File: src/hw/rtl/playfair_digraph_cipher_defines.svh
// ---------------------------------------------------------------------------
// Playfair digraph cipher: assertion macros
// Shared concurrent assertion forms used by the RTL.
// ---------------------------------------------------------------------------
`ifndef PLAYFAIR_DIGRAPH_CIPHER_DEFINES_SVH
`define PLAYFAIR_DIGRAPH_CIPHER_DEFINES_SVH

// Condition holds at every edge outside reset.
`define PF_ASSERT_HOLDS(lbl, clk_s, rst_s, cond, msg) \
  lbl: assert property (@(posedge clk_s) disable iff (!rst_s) (cond)) else $error(msg);

// Antecedent implies consequent in the same cycle.
`define PF_ASSERT_IMPLIES(lbl, clk_s, rst_s, ante, cons, msg) \
  lbl: assert property (@(posedge clk_s) disable iff (!rst_s) (ante) |-> (cons)) \
    else $error(msg);

`endif

File: src/hw/rtl/pf_pkg.sv
// ---------------------------------------------------------------------------
// pf_pkg
// Types, constants and small helper functions of the Playfair cipher.
// ---------------------------------------------------------------------------
`default_nettype none

package pf_pkg;

  localparam int SIDE     = 5;
  localparam int CELLS    = 25;
  localparam int LETTERS  = 26;
  localparam int LETTER_W = 5;

  typedef logic [LETTER_W-1:0] letter_t;
  typedef logic [4:0]          cell_t;
  typedef logic [2:0]          coord_t;

  localparam letter_t LETTER_I = 5'd8;
  localparam letter_t LETTER_J = 5'd9;
  localparam letter_t LETTER_Z = 5'd25;

  typedef enum logic [1:0] {
    CMD_KEY = 2'd0,
    CMD_ENC = 2'd1,
    CMD_DEC = 2'd2,
    CMD_NOP = 2'd3
  } cmd_t;

  typedef enum logic [1:0] {
    ST_IDLE,
    ST_FILL,
    ST_POS,
    ST_SQ
  } state_t;

  // Clamp codes above z to z, fold j into i.
  function automatic letter_t norm_letter(input letter_t raw);
    letter_t l;
    l = (raw > LETTER_Z) ? LETTER_Z : raw;
    if (l == LETTER_J) begin
      l = LETTER_I;
    end
    return l;
  endfunction

  // Row of a row-major cell index.
  function automatic coord_t cell_row(input cell_t p);
    coord_t r;
    if (p >= 5'd20) begin
      r = 3'd4;
    end else if (p >= 5'd15) begin
      r = 3'd3;
    end else if (p >= 5'd10) begin
      r = 3'd2;
    end else if (p >= 5'd5) begin
      r = 3'd1;
    end else begin
      r = 3'd0;
    end
    return r;
  endfunction

  // Column: index minus five times the row.
  function automatic coord_t cell_col(input cell_t p);
    coord_t r;
    cell_t  base;
    r    = cell_row(p);
    base = ({2'b00, r} << 2) + {2'b00, r};
    return coord_t'(p - base);
  endfunction

  // One step along a row or column, wrapping at the square's side.
  function automatic coord_t wrap_step(input coord_t x, input logic back);
    coord_t y;
    if (back) begin
      y = (x == 3'd0) ? coord_t'(SIDE - 1) : x - 3'd1;
    end else begin
      y = (x == coord_t'(SIDE - 1)) ? 3'd0 : x + 3'd1;
    end
    return y;
  endfunction

  // Row-major index from row and column.
  function automatic cell_t cell_index(input coord_t r, input coord_t c);
    return ({2'b00, r} << 2) + {2'b00, r} + {2'b00, c};
  endfunction

endpackage

`default_nettype wire

File: src/hw/rtl/pf_if.sv
// ---------------------------------------------------------------------------
// pf_in_if / pf_out_if
// Valid/ready channels for input beats and result beats.
// ---------------------------------------------------------------------------
`default_nettype none

interface pf_in_if;
  import pf_pkg::*;

  logic    valid;
  logic    ready;
  logic [1:0] cmd;
  letter_t letter_a;
  letter_t letter_b;
  logic    key_last;

  modport source (output valid, cmd, letter_a, letter_b, key_last, input ready);
  modport sink   (input valid, cmd, letter_a, letter_b, key_last, output ready);
endinterface

interface pf_out_if;
  import pf_pkg::*;

  logic    valid;
  logic    ready;
  letter_t out_a;
  letter_t out_b;
  logic    key_missing;

  modport source (output valid, out_a, out_b, key_missing, input ready);
  modport sink   (input valid, out_a, out_b, key_missing, output ready);
endinterface

`default_nettype wire

File: src/hw/rtl/playfair_digraph_cipher.sv
// ---------------------------------------------------------------------------
// playfair_digraph_cipher
// Playfair key-square builder and digraph encipher/decipher engine.
// ---------------------------------------------------------------------------
// Key letters are taken one beat per cycle while in_ready is high and
// written straight into the square memory and the letter-position memory.
// The beat marked key_last then starts a walk over a..z that places the
// unused letters; the input is held off during that walk. A cipher pair
// reads both letter positions from the position memory in the cycle it is
// accepted, reads the two output cells from the square memory in the next
// cycle, and then loads the result register once the result slot is free,
// in the same cycle in which the next beat can be taken; no new beat is
// taken before that. A pair sent before the square is complete returns
// key_missing with zero letters. Command code 3 is dropped without result.
// ---------------------------------------------------------------------------
`default_nettype none
`include "playfair_digraph_cipher_defines.svh"

module playfair_digraph_cipher (
  input wire logic clk,
  input wire logic rst_n,
  pf_in_if.sink    in_ch,
  pf_out_if.source out_ch
);
  import pf_pkg::*;

  state_t         state_r, state_nxt;
  logic [25:0]    letter_used_r, letter_used_nxt;
  cell_t          fill_count_r, fill_count_nxt;
  logic           square_ready_r, square_ready_nxt;
  letter_t        fill_letter_r, fill_letter_nxt;
  logic           dec_r, missing_r;
  logic           out_valid_r, out_valid_nxt;
  letter_t        out_a_r, out_b_r;
  logic           out_missing_r;

  logic           in_ready, accept, slot_free, load_out;
  cmd_t           in_cmd;
  letter_t        a_n, b_n;
  logic           key_beat, cipher_beat, fill_step;
  logic           place_act, place_en;
  letter_t        place_letter;
  logic [25:0]    used_base;
  cell_t          fill_base;
  logic           pos_rd_en, ks_rd_en;
  cell_t          pos_a, pos_b, cell_a, cell_b;
  letter_t        ks_a, ks_b;

  // Input decode
  assign in_cmd      = cmd_t'(in_ch.cmd);
  assign a_n         = norm_letter(in_ch.letter_a);
  assign b_n         = norm_letter(in_ch.letter_b);
  assign slot_free   = !out_valid_r || out_ch.ready;
  assign accept      = in_ch.valid && in_ready;
  assign key_beat    = accept && (in_cmd == CMD_KEY);
  assign cipher_beat = accept && ((in_cmd == CMD_ENC) || (in_cmd == CMD_DEC));
  assign fill_step   = (state_r == ST_FILL);

  // Next state
  always_comb begin
    state_nxt = state_r;
    case (state_r)
      ST_IDLE, ST_SQ: begin
        if (state_r == ST_SQ && slot_free) begin
          state_nxt = ST_IDLE;
        end
        if (accept) begin
          case (in_cmd)
            CMD_KEY: state_nxt = in_ch.key_last ? ST_FILL : ST_IDLE;
            CMD_ENC, CMD_DEC: state_nxt = square_ready_r ? ST_POS : ST_SQ;
            default: state_nxt = ST_IDLE;
          endcase
        end
      end
      ST_FILL: begin
        if (fill_letter_r == LETTER_Z) begin
          state_nxt = ST_IDLE;
        end
      end
      ST_POS:  state_nxt = ST_SQ;
      default: state_nxt = ST_IDLE;
    endcase
  end

  // State-driven controls
  always_comb begin
    in_ready = 1'b0;
    load_out = 1'b0;
    ks_rd_en = 1'b0;
    case (state_r)
      ST_IDLE: in_ready = 1'b1;
      ST_SQ: begin
        in_ready = slot_free;
        load_out = slot_free;
      end
      ST_POS:  ks_rd_en = 1'b1;
      ST_FILL: in_ready = 1'b0;
      default: in_ready = 1'b0;
    endcase
  end

  assign pos_rd_en = cipher_beat && square_ready_r;

  // Letter placement: a key beat restarts the square if it was complete
  always_comb begin
    place_act    = key_beat || fill_step;
    place_letter = fill_step ? fill_letter_r : a_n;
    used_base    = (key_beat && square_ready_r) ? '0 : letter_used_r;
    fill_base    = (key_beat && square_ready_r) ? '0 : fill_count_r;
    place_en     = place_act && !used_base[place_letter] && (fill_base < cell_t'(CELLS))
                   && !(fill_step && (fill_letter_r == LETTER_J));
    letter_used_nxt = letter_used_r;
    fill_count_nxt  = fill_count_r;
    if (place_act) begin
      letter_used_nxt = used_base | (place_en ? (26'd1 << place_letter) : 26'd0);
      fill_count_nxt  = fill_base + (place_en ? 5'd1 : 5'd0);
    end
  end

  // Readiness and fill walk
  always_comb begin
    square_ready_nxt = square_ready_r;
    fill_letter_nxt  = fill_letter_r;
    if (key_beat) begin
      square_ready_nxt = 1'b0;
      fill_letter_nxt  = '0;
    end
    if (fill_step) begin
      fill_letter_nxt = fill_letter_r + 5'd1;
      if (fill_letter_r == LETTER_Z) begin
        square_ready_nxt = 1'b1;
      end
    end
  end

  // Result register handshake
  always_comb begin
    out_valid_nxt = out_valid_r;
    if (load_out) begin
      out_valid_nxt = 1'b1;
    end else if (out_ch.ready) begin
      out_valid_nxt = 1'b0;
    end
  end

  // Control registers
  always_ff @(posedge clk) begin
    if (!rst_n) begin
      state_r        <= ST_IDLE;
      letter_used_r  <= '0;
      fill_count_r   <= '0;
      square_ready_r <= 1'b0;
      fill_letter_r  <= '0;
      out_valid_r    <= 1'b0;
    end else begin
      state_r        <= state_nxt;
      letter_used_r  <= letter_used_nxt;
      fill_count_r   <= fill_count_nxt;
      square_ready_r <= square_ready_nxt;
      fill_letter_r  <= fill_letter_nxt;
      out_valid_r    <= out_valid_nxt;
    end
  end

  // Pair context and result payload
  always_ff @(posedge clk) begin
    if (cipher_beat) begin
      dec_r     <= (in_cmd == CMD_DEC);
      missing_r <= !square_ready_r;
    end
    if (load_out) begin
      out_a_r       <= missing_r ? '0 : ks_a;
      out_b_r       <= missing_r ? '0 : ks_b;
      out_missing_r <= missing_r;
    end
  end

  // Key square: cell -> letter
  pf_ram #(.WIDTH(LETTER_W), .DEPTH(CELLS)) u_square (
    .clk      (clk),
    .wr_en    (place_en),
    .wr_addr  (fill_base),
    .wr_data  (place_letter),
    .rd_en    (ks_rd_en),
    .rd_addr0 (cell_a),
    .rd_addr1 (cell_b),
    .rd_data0 (ks_a),
    .rd_data1 (ks_b)
  );

  // Letter position: letter -> cell
  pf_ram #(.WIDTH(LETTER_W), .DEPTH(LETTERS)) u_position (
    .clk      (clk),
    .wr_en    (place_en),
    .wr_addr  (place_letter),
    .wr_data  (fill_base),
    .rd_en    (pos_rd_en),
    .rd_addr0 (a_n),
    .rd_addr1 (b_n),
    .rd_data0 (pos_a),
    .rd_data1 (pos_b)
  );

  // Output cell selection
  pf_pair_xform u_xform (
    .pos_a    (pos_a),
    .pos_b    (pos_b),
    .decipher (dec_r),
    .cell_a   (cell_a),
    .cell_b   (cell_b)
  );

  assign in_ch.ready        = in_ready;
  assign out_ch.valid       = out_valid_r;
  assign out_ch.out_a       = out_a_r;
  assign out_ch.out_b       = out_b_r;
  assign out_ch.key_missing = out_missing_r;

  // Checks
  `PF_ASSERT_HOLDS(a_used_count, clk, rst_n, $countones(letter_used_r) == fill_count_r, "used bits disagree with fill count")
  `PF_ASSERT_IMPLIES(a_ready_full, clk, rst_n, square_ready_r, fill_count_r == cell_t'(CELLS), "square ready but not full")
  `PF_ASSERT_HOLDS(a_no_j, clk, rst_n, !letter_used_r[LETTER_J], "letter j placed in square")
  `PF_ASSERT_IMPLIES(a_fill_stall, clk, rst_n, state_r == ST_FILL, !in_ready, "input taken during fill walk")
  `PF_ASSERT_IMPLIES(a_missing_zero, clk, rst_n, out_valid_r && out_missing_r, out_a_r == '0 && out_b_r == '0, "missing-key result carries letters")

endmodule

`default_nettype wire

File: src/hw/rtl/pf_ram.sv
// ---------------------------------------------------------------------------
// pf_ram
// Generic RAM: one write port, two read ports, registered read data.
// ---------------------------------------------------------------------------
`default_nettype none

module pf_ram #(
  parameter int WIDTH = 5,
  parameter int DEPTH = 25
) (
  input  wire logic                     clk,
  input  wire logic                     wr_en,
  input  wire logic [$clog2(DEPTH)-1:0] wr_addr,
  input  wire logic [WIDTH-1:0]         wr_data,
  input  wire logic                     rd_en,
  input  wire logic [$clog2(DEPTH)-1:0] rd_addr0,
  input  wire logic [$clog2(DEPTH)-1:0] rd_addr1,
  output logic      [WIDTH-1:0]         rd_data0,
  output logic      [WIDTH-1:0]         rd_data1
);

  logic [WIDTH-1:0] mem [DEPTH];

  // Write port
  always_ff @(posedge clk) begin
    if (wr_en) begin
      mem[wr_addr] <= wr_data;
    end
  end

  // Read ports, data held until the next enabled read
  always_ff @(posedge clk) begin
    if (rd_en) begin
      rd_data0 <= mem[rd_addr0];
      rd_data1 <= mem[rd_addr1];
    end
  end

endmodule

`default_nettype wire

File: src/hw/rtl/pf_pair_xform.sv
// ---------------------------------------------------------------------------
// pf_pair_xform
// Maps the square positions of a letter pair to the cells of the output pair.
// ---------------------------------------------------------------------------
`default_nettype none

module pf_pair_xform (
  input  wire pf_pkg::cell_t pos_a,
  input  wire pf_pkg::cell_t pos_b,
  input  wire logic          decipher,
  output pf_pkg::cell_t      cell_a,
  output pf_pkg::cell_t      cell_b
);
  import pf_pkg::*;

  coord_t ra, ca, rb, cb;

  // Split positions into row and column
  always_comb begin
    ra = cell_row(pos_a);
    ca = cell_col(pos_a);
    rb = cell_row(pos_b);
    cb = cell_col(pos_b);
  end

  // Same column: shift rows; same row: shift columns; else swap columns
  always_comb begin
    if (ca == cb) begin
      cell_a = cell_index(wrap_step(ra, decipher), ca);
      cell_b = cell_index(wrap_step(rb, decipher), cb);
    end else if (ra == rb) begin
      cell_a = cell_index(ra, wrap_step(ca, decipher));
      cell_b = cell_index(rb, wrap_step(cb, decipher));
    end else begin
      cell_a = cell_index(ra, cb);
      cell_b = cell_index(rb, ca);
    end
  end

endmodule

`default_nettype wire

File: src/flat_wrapper.sv
// flat-port wrapper written by rule: the top's interface ports become plain ports
module playfair_digraph_cipher_flat import pf_pkg::*;
  (clk, rst_n, in_ch_valid, in_ch_cmd, in_ch_letter_a, in_ch_letter_b, in_ch_key_last, in_ch_ready, out_ch_valid, out_ch_out_a, out_ch_out_b, out_ch_key_missing, out_ch_ready);
  pf_in_if in_ch_i ();
  pf_out_if out_ch_i ();
  input wire logic clk;
  input wire logic rst_n;
  input wire logic [$bits(in_ch_i.valid)-1:0] in_ch_valid;
  input wire logic [$bits(in_ch_i.cmd)-1:0] in_ch_cmd;
  input wire logic [$bits(in_ch_i.letter_a)-1:0] in_ch_letter_a;
  input wire logic [$bits(in_ch_i.letter_b)-1:0] in_ch_letter_b;
  input wire logic [$bits(in_ch_i.key_last)-1:0] in_ch_key_last;
  output wire logic [$bits(in_ch_i.ready)-1:0] in_ch_ready;
  output wire logic [$bits(out_ch_i.valid)-1:0] out_ch_valid;
  output wire logic [$bits(out_ch_i.out_a)-1:0] out_ch_out_a;
  output wire logic [$bits(out_ch_i.out_b)-1:0] out_ch_out_b;
  output wire logic [$bits(out_ch_i.key_missing)-1:0] out_ch_key_missing;
  input wire logic [$bits(out_ch_i.ready)-1:0] out_ch_ready;
  assign in_ch_i.valid = in_ch_valid;
  assign in_ch_i.cmd = in_ch_cmd;
  assign in_ch_i.letter_a = in_ch_letter_a;
  assign in_ch_i.letter_b = in_ch_letter_b;
  assign in_ch_i.key_last = in_ch_key_last;
  assign in_ch_ready = in_ch_i.ready;
  assign out_ch_valid = out_ch_i.valid;
  assign out_ch_out_a = out_ch_i.out_a;
  assign out_ch_out_b = out_ch_i.out_b;
  assign out_ch_key_missing = out_ch_i.key_missing;
  assign out_ch_i.ready = out_ch_ready;
  playfair_digraph_cipher u_core (.clk(clk), .rst_n(rst_n), .in_ch(in_ch_i), .out_ch(out_ch_i));
endmodule
File: config.mk
export PLATFORM = sky130hd
export DESIGN_NAME = playfair_digraph_cipher_flat
export DESIGN_NICKNAME = d
export VERILOG_FILES = /design/src/hw/rtl/pf_pkg.sv /design/src/hw/rtl/pf_if.sv /design/src/hw/rtl/playfair_digraph_cipher.sv /design/src/hw/rtl/pf_ram.sv /design/src/hw/rtl/pf_pair_xform.sv /design/src/flat_wrapper.sv
export VERILOG_INCLUDE_DIRS = /design/src /design/src/hw/rtl
export SDC_FILE = /design/constraint.sdc
export NUM_CORES = 1
export LEC_CHECK = 0
export ABC_AREA = 1
export BUFFER_PORTS_ARGS = -buffer_cell sky130_fd_sc_hd__buf_2
export CAP_MARGIN = 20
export CORE_ASPECT_RATIO = 0.9
export CORE_MARGIN = 4
export CORE_UTILIZATION = 23
export DETAILED_ROUTE_END_ITERATION = 7
export PLACE_DENSITY_LB_ADDON = 0.12
export SLEW_MARGIN = 20
export SYNTH_ARGS = -nofsm -noshare
export SYNTH_HDL_FRONTEND = slang
export SYNTH_HIERARCHICAL = 1
export SYNTH_SLANG_ARGS = --single-unit
File: constraint.sdc
create_clock -name clk -period 7.9 [get_ports clk]
set_input_delay 0.395 -clock clk [delete_from_list [all_inputs] [get_ports clk]]
set_output_delay 0.395 -clock clk [all_outputs]
set_load 0.02 [all_outputs]
==> results of run 1 <==
registers in the layout, summed over array words and instances, names as in the netlist:
register and flops:
u_core/out_ch.key_missing 1, u_core/u_position/mem 130, u_core/out_ch.valid 1, u_core/u_square/rd_data0 5
u_core/u_square/mem 125, u_core/u_square/rd_data1 5, u_core/fill_count_r 5, u_core/out_ch.out_b 5
u_core/letter_used_r 26, u_core/square_ready_r 1, u_core/state_r 2, u_core/u_position/rd_data1 5
u_core/u_position/rd_data0 5, u_core/missing_r 1, u_core/dec_r 1, u_core/fill_letter_r 5
u_core/out_ch.out_a 5
worst max-delay path: cells and delay by family (launching register included):
family / cells / cell delay [ps]
and+or+nand+nor: 19 / 2120
buffers and inverters: 8 / 1450
adders and majority gates: 4 / 1430
DFF: 1 / 510
AOI/OAI and AO/OA: 1 / 90
cells in the final DEF, fill, tap and decap left out, types with 7 or more instances in the layout:
| cell | count |
|---|---|
| nor2_2 | 11 |
| o21ai_2 | 8 |
| dfxtp_1 | 40 |
| buf_2 | 29 |
| nand2_4 | 8 |
| nand2_1 | 779 |
| nand3_1 | 433 |
| inv_1 | 241 |
| inv_2 | 15 |
| o21ai_0 | 34 |
| edfxtp_1 | 288 |
| clkbuf_16 | 41 |
| nand4_1 | 21 |
| fa_1 | 8 |
| a21oi_1 | 65 |
| nor2_1 | 126 |
| buf_4 | 22 |
| ha_1 | 38 |
| clkinv_1 | 7 |
| nand2_2 | 14 |
| nor3_1 | 9 |
| clkinv_2 | 9 |
| nand3b_1 | 7 |
layer usage:
metal,vias up,global-route usage [%]
li1,7614,-
met1,7546,20.4
met2,524,22.2
met3,83,2.26
met4,0,3.95
met5,-,0
report_power, final:
group          internal [mW]  switching (mW)
sequential              2.03          0.0399
clock                   1.16           0.817
combinational          0.183           0.616
total                   3.36            1.47
area by class of cell:
type / instances / area, sq um / share of cell area, %
Sequential cell: 328 / 9450 / 44.3
Multi-Input combinational cell: 1620 / 7840 / 36.8
Clock buffer: 45 / 1040 / 4.88
Inverter: 261 / 992 / 4.66
Timing Repair Buffer: 52 / 338 / 1.59
Clock inverter: 29 / 329 / 1.54
Tap cell: 1060 / 1330 / 6.22
logic make-up (layout without fill, tap and decap cells):
kind of cell / Yosys count / after routing / synth area share (%)
AO/OA/AOI/OAI: 138 / 138 / 4.41
XOR/XNOR: 10 / 10 / 0.501
adder cells (fa/ha/maj): 46 / 46 / 3.35
buffers and inverters: 377 / 387 / 9.27
flip-flops: 328 / 328 / 49.8
AND/OR/NAND/NOR: 1426 / 1426 / 32.7
worst min-delay path by stage:
stage | from | endpoint
floorplan | u_core/fill_count_r[3] | u_core/fill_count_r[3]
global placement | u_core/fill_count_r[3] | u_core/fill_count_r[3]
detailed placement | u_core/fill_count_r[3] | u_core/fill_count_r[3]
CTS | in_ch_cmd[1] | u_core/dec_r
global route | rst_n | u_core/fill_count_r[2]
finish | in_ch_cmd[1] | u_core/dec_r
stage by stage:
step,utilization (%),instances,instance area [sq um],power (mW)
finish,26.2,3395,21300,4.84
global route,26.2,3395,21300,5.06
CTS,26.2,3394,21300,4.91
detailed placement,24.5,3320,19900,2.91
global placement,24.5,3320,19900,2.92
floorplan,-,2325,19000,2.60
==> reports/results.tsv, run 1 <==
stage	metric	value	unit
worst_hold_path	hold path depth	2	
setup_path	Critical Path Fanout Max	18	
logic_synthesis	Warnings, synthesis	6	
timing	fmax	170	MHz
floorplanning	die area	0.0872	sq mm
logic_synthesis	sequential share of the synthesized area	49.8	%
timing	fin crit period	5870	ps
grt	initial antenna violation count	0	
setup_path	worst path required time	8220	ps
setup_path	CP max stage delay	650	ps
detailed_routing	met2 WL post-DR	28100	um
logic_synthesis	Synth Instances	2325	
layout	Final #Nets	2367	
clock_network	CTS H-Tree Depth	2	
logic_synthesis	Syn Nets	2388	
timing	Worst Tran Pin Value	1120	ps
clock_network	clk root buf	clkbuf_16	
setup_path	critical path type	register to register	
detailed_routing	wire per inst	18.8	um
power_and_ir_drop	leakage	8.87	nW
logic_synthesis	Yosys reg bits	328	
detailed_routing	1st-iter DRT viols	1400	
detailed_routing	DRT antenna net count	0	
detailed_routing	DR vias/cell	4.64	
setup_path	Arr. time, crit path	6190	ps
layout	share of layout cells above drive strength 1	8.65	%
power_and_ir_drop	power density over the cells	227	mW/mm^2
timing	Setup WS post-layout	2030	ps
clock_network	CTS sink cnt	328	
timing	Fin. Hold Viols	0	
grt	Total GRT Usage	14.2	%
logic_synthesis	EDFF count, synth	288	
timing	hold slack final	175	ps
detailed_routing	DRT met1 WL	30500	um
floorplanning	core area	0.0814	sq mm
setup_path	FF-to-FF End	u_core/u_square/rd_data0[3]	
detailed_routing	met3 WL	3790	um
logic_synthesis	Area contributors post-synth	edfxtp_1 (46%), nand2_1 (15%), nand3_1 (11%), inv_1 (4.8%), dfxtp_1 (4.2%)	
detailed_routing	WL final	63800	um
clock_network	clock buffer depth	3	
placement	gp weighted congestion	0.823	
clock_network	CTS tree	done	
layout	final-layout fill cell count	8748	
placement	I/O Buffers	29	
layout	number of diodes	0	
layout	synthesis-to-finish area growth	12.3	%
placement	Final HPWL DP	40900	um
setup_path	CP endpoint	u_core/u_square/rd_data0[3]	
setup_path	Crit-path slowest cell	clkinv_1	
floorplanning	Std-Cell Rows	99	
logic_synthesis	Yosys cell types	55	
clock_network	CTS Hold Buffers Added	0	
logic_synthesis	mean area per synthesized cell	8.16	sq um
setup_path	r2r setup slk	2030	ps
grt	pin count of the biggest net entering global routing	72	
clock_network	clk_lat worst skew	600	ps
timing	skew final	40.4	ps
power_and_ir_drop	IR Drop Worst-Case VDD	0.106	mV
run	max-cap violations	0	
clock_network	PostCTS Resize Cnt	0	
setup_path	R2R depth	32	
logic_synthesis	top-count cell post-synth	nand2_1	
grt	number of global-route vias before repair	15100	
placement	DP Worst Slack	1990	ps
timing	# setup viols final	0	
detailed_routing	DRC	0	
setup_path	crit start category	register	
logic_synthesis	Synth area leader	edfxtp_1	
grt	GRT Residual Overflow	0	
setup_path	Worst Setup SP	u_core/u_position/rd_data0[2]	
setup_path	Worst path most repeated cell	nand2_1	
logic_synthesis	area of the mapped netlist	0.0190	sq mm
timing	max-slew violation count	0	
timing	slew margin rel.	25.3	%
detailed_routing	TritonRoute pass-1 iters	8	
logic_synthesis	Async SR Flop Fraction	0	%
floorplanning	Starting Density	23.3	%
floorplanning	Die Span Y	281	um
grt	first-pass GRT wire length	95900	um
logic_synthesis	Synth top cells by count	nand2_1 (779), nand3_1 (433), edfxtp_1 (288)	
timing	RSZ-0062 raised after global routing	false	
timing	final period utilization	74.3	%
clock_network	CTS buffer count	41	
clock_network	post-CTS setup buffers	0	
detailed_routing	DR vias	15800	
timing	Setup TNS	0	ps
clock_network	clk slew on worst S/H paths	60	ps
detailed_routing	max layer used	met4	
setup_path	Setup crit end kind	register	
worst_hold_path	min-delay worst type	primary input to register	
logic_synthesis	Synth top area share	45.6	%
setup_path	R2R Path Start	u_core/u_position/rd_data0[2]	
floorplanning	die width	311	um
logic_synthesis	Main synth FF type	edfxtp_1	
status	run status	finished, final reports clean	
floorplanning	Ports	30	
Note: power is estimated with default switching activity, not from simulation.
==> inputs of run 2 (changes only) <==
==> constraint.sdc (replaced) <==
create_clock -name clk -period 5.3 [get_ports clk]
set_input_delay 0.265 -clock clk [delete_from_list [all_inputs] [get_ports clk]]
set_output_delay 0.265 -clock clk [all_outputs]
set_load 0.02 [all_outputs]
==> reports/results.tsv, run 2 (synthesis gave the netlist of run 1 again) <==
stage	metric	value	unit	change
timing	final period utilization	92.4	%	+18 points
detailed_routing	DR vias	15900		+0.79%
timing	fin crit period	4900	ps	-976 ps
clock_network	clock buffer depth	3		unchanged
floorplanning	Die Span Y	281	um	unchanged
placement	Final HPWL DP	42700	um	+4.4%
grt	number of global-route vias before repair	15200		+0.58%
setup_path	critical path type	register to register		
clock_network	CTS sink cnt	328		unchanged
grt	initial antenna violation count	1		+1
setup_path	R2R Path Start	u_core/u_position/rd_data0[4]		
grt	met1 GRT Util	21.0	%	+0.62 points
layout	register area	0.00945	sq mm	unchanged
grt	GRT met2 Usage	21.6	%	-0.60 points
setup_path	worst path required time	5610	ps	-2610 ps
layout	Top reg by flops	u_core/u_position/mem		
floorplanning	Starting Density	23.3	%	unchanged
clock_network	CTS H-Tree Depth	2		unchanged
grt	GRT Residual Overflow	0		unchanged
detailed_routing	TritonRoute pass-1 iters	5		-3
worst_hold_path	Hold Path Origin	in_ch_cmd[1]		
setup_path	r2r setup slk	400	ps	-1620 ps
timing	fmax	204	MHz	+20%
timing	Worst Tran Pin Value	1040	ps	-78.0 ps
power_and_ir_drop	power density over the cells	329	mW/mm^2	+45%
setup_path	crit start category	register		
clock_network	CTS buffer count	42		+2.4%
setup_path	FF-to-FF End	u_core/u_square/rd_data0[4]		
setup_path	Crit-path slowest cell	buf_4		
worst_hold_path	min-delay worst type	primary input to register		
timing	max-slew violation count	0		unchanged
worst_hold_path	Min-Delay Endpoint	u_core/dec_r		
floorplanning	Ports	30		unchanged
clock_network	clk slew on worst S/H paths	60	ps	about the same
layout	Largest register FFs	130		unchanged
clock_network	clk root buf	clkbuf_16		
layout	synthesis-to-finish area growth	13.2	%	
grt	Total GRT Usage	14.2	%	about the same
setup_path	cell family with most CP delay	simple AND/OR/NAND/NOR gates		
worst_hold_path	hold path depth	2		unchanged
placement	gp weighted congestion	0.833		+1.3%
layout	final-layout fill cell count	8684		-0.73%
power_and_ir_drop	IR Drop Worst-Case VDD	0.191	mV	+81%
detailed_routing	DR vias/cell	4.64		about the same
timing	Fin. Hold Viols	0		unchanged
setup_path	Buf/Inv on CP	5		-3
layout	most common cell after layout, fill and taps aside	nand2_1		
layout	Top Registers	u_core/u_position/mem x130, u_core/u_square/mem x125, u_core/letter_used_r x26		
timing	Setup TNS	0	ps	unchanged
layout	area of the multi-input gates	0.00783	sq mm	about the same
timing	RSZ-0062 raised after global routing	false		
detailed_routing	wire per inst	18.6	um	-0.80%
clock_network	CTS Hold Buffers Added	0		unchanged
floorplanning	die width	311	um	unchanged
setup_path	Arr. time, crit path	5210	ps	-980 ps
detailed_routing	DRC	0		unchanged
floorplanning	core area	0.0814	sq mm	unchanged
grt	GR peak layer	met2		
timing	# setup viols final	0		unchanged
power_and_ir_drop	leakage	8.97	nW	+1.2%
detailed_routing	DRT antenna net count	0		unchanged
layout	Final #Nets	2392		+1.1%
setup_path	Critical Path Fanout Max	68		+50
layout	number of diodes	0		unchanged
layout	most frequent cells in the layout	nand2_1 (779), nand3_1 (433), edfxtp_1 (288)		
grt	pin count of the biggest net entering global routing	69		-4.2%
grt	first-pass GRT wire length	95500	um	-0.35%
floorplanning	die area	0.0872	sq mm	unchanged
timing	slew margin rel.	30.5	%	+5.2 points
grt	met3 Use GR	2.29	%	+0.030 points
setup_path	CP max stage delay	640	ps	about the same
timing	skew final	26.4	ps	-14.0 ps
setup_path	R2R depth	30		-6.3%
detailed_routing	WL final	63800	um	about the same
floorplanning	Std-Cell Rows	99		unchanged
placement	I/O Buffers	29		unchanged
setup_path	Worst path most repeated cell	nand2_1		
layout	share of layout cells above drive strength 1	9.35	%	+0.70 points
status	run status	finished, final reports clean		
clock_network	clk_lat worst skew	570	ps	-30 ps
setup_path	Setup crit end kind	register		
clock_network	CTS tree	done		
detailed_routing	1st-iter DRT viols	1481		+5.8%
timing	hold slack final	57.8	ps	-117 ps
run	max-cap violations	0		unchanged
-- run 2: changes by cell type in the layout (fill, tap and decap cells not counted), moves of 2 or more --
cell,delta
buf_4,+20
clkbuf_1,+8
buf_12,+4
bufinv_16,-4
clkbuf_16,+2
clkbuf_8,+2
inv_6,-2
-- run 2: worst max path at each step --
stage / start / slack (ps) / cells after the start / end
finish: u_core/u_position/rd_data0[4] / 400 / 30 / u_core/u_square/rd_data0[4]
global route: u_core/u_position/rd_data0[4] / 10 / 29 / u_core/u_square/rd_data0[2]
CTS: u_core/u_position/rd_data0[4] / 270 / 33 / u_core/u_square/rd_data0[0]
detailed placement: u_core/u_position/rd_data0[2] / 290 / 33 / u_core/u_square/rd_data0[0]
global placement: u_core/u_position/rd_data0[2] / 340 / 31 / u_core/u_square/rd_data0[3]
floorplan: u_core/u_position/rd_data1[3] / 850 / 22 / u_core/u_square/rd_data1[1]
-- run 2: layer usage --
layer	part of all wire, %	wire, um	up-vias
met4	2.0	1270	0
met3	6.1	3890	77
met5	0	0	-
li1	-	-	7674
met2	43	27400	529
met1	49	31300	7612
-- run 2: area by class of cell --
class,instances,share of cell area [%]
Clock buffer,57,5.35
Multi-Input combinational cell,1620,36.4
Tap cell,1060,6.17
Sequential cell,328,44.0
Clock inverter,21,0.798
Inverter,261,4.67
Timing Repair Buffer,76,2.59
-- run 2: repair_timing --
action | in CTS | in global routing
setup buffers | 0 | 3
setup endpoints to repair | 0 | 5
gates resized for setup | 0 | 4
-- run 2: through the flow --
stage	area [sq um]	utilization, %	cells	total power, mW	setup WS [ps]
2_1_floorplan	19000	-	2325	3.88	855
3_3_place_gp	20100	24.7	3341	4.38	343
3_5_place_dp	20100	24.7	3341	4.37	287
4_1_cts	21400	26.3	3419	7.19	266
5_1_grt	21500	26.4	3423	7.45	12.8
6_report	21500	26.4	3423	7.07	403
-- run 2: where the power goes --
group	switching (mW)	internal, mW
clock	1.14	1.62
sequential	0.0552	3.02
combinational	0.941	0.289
total	2.14	4.93
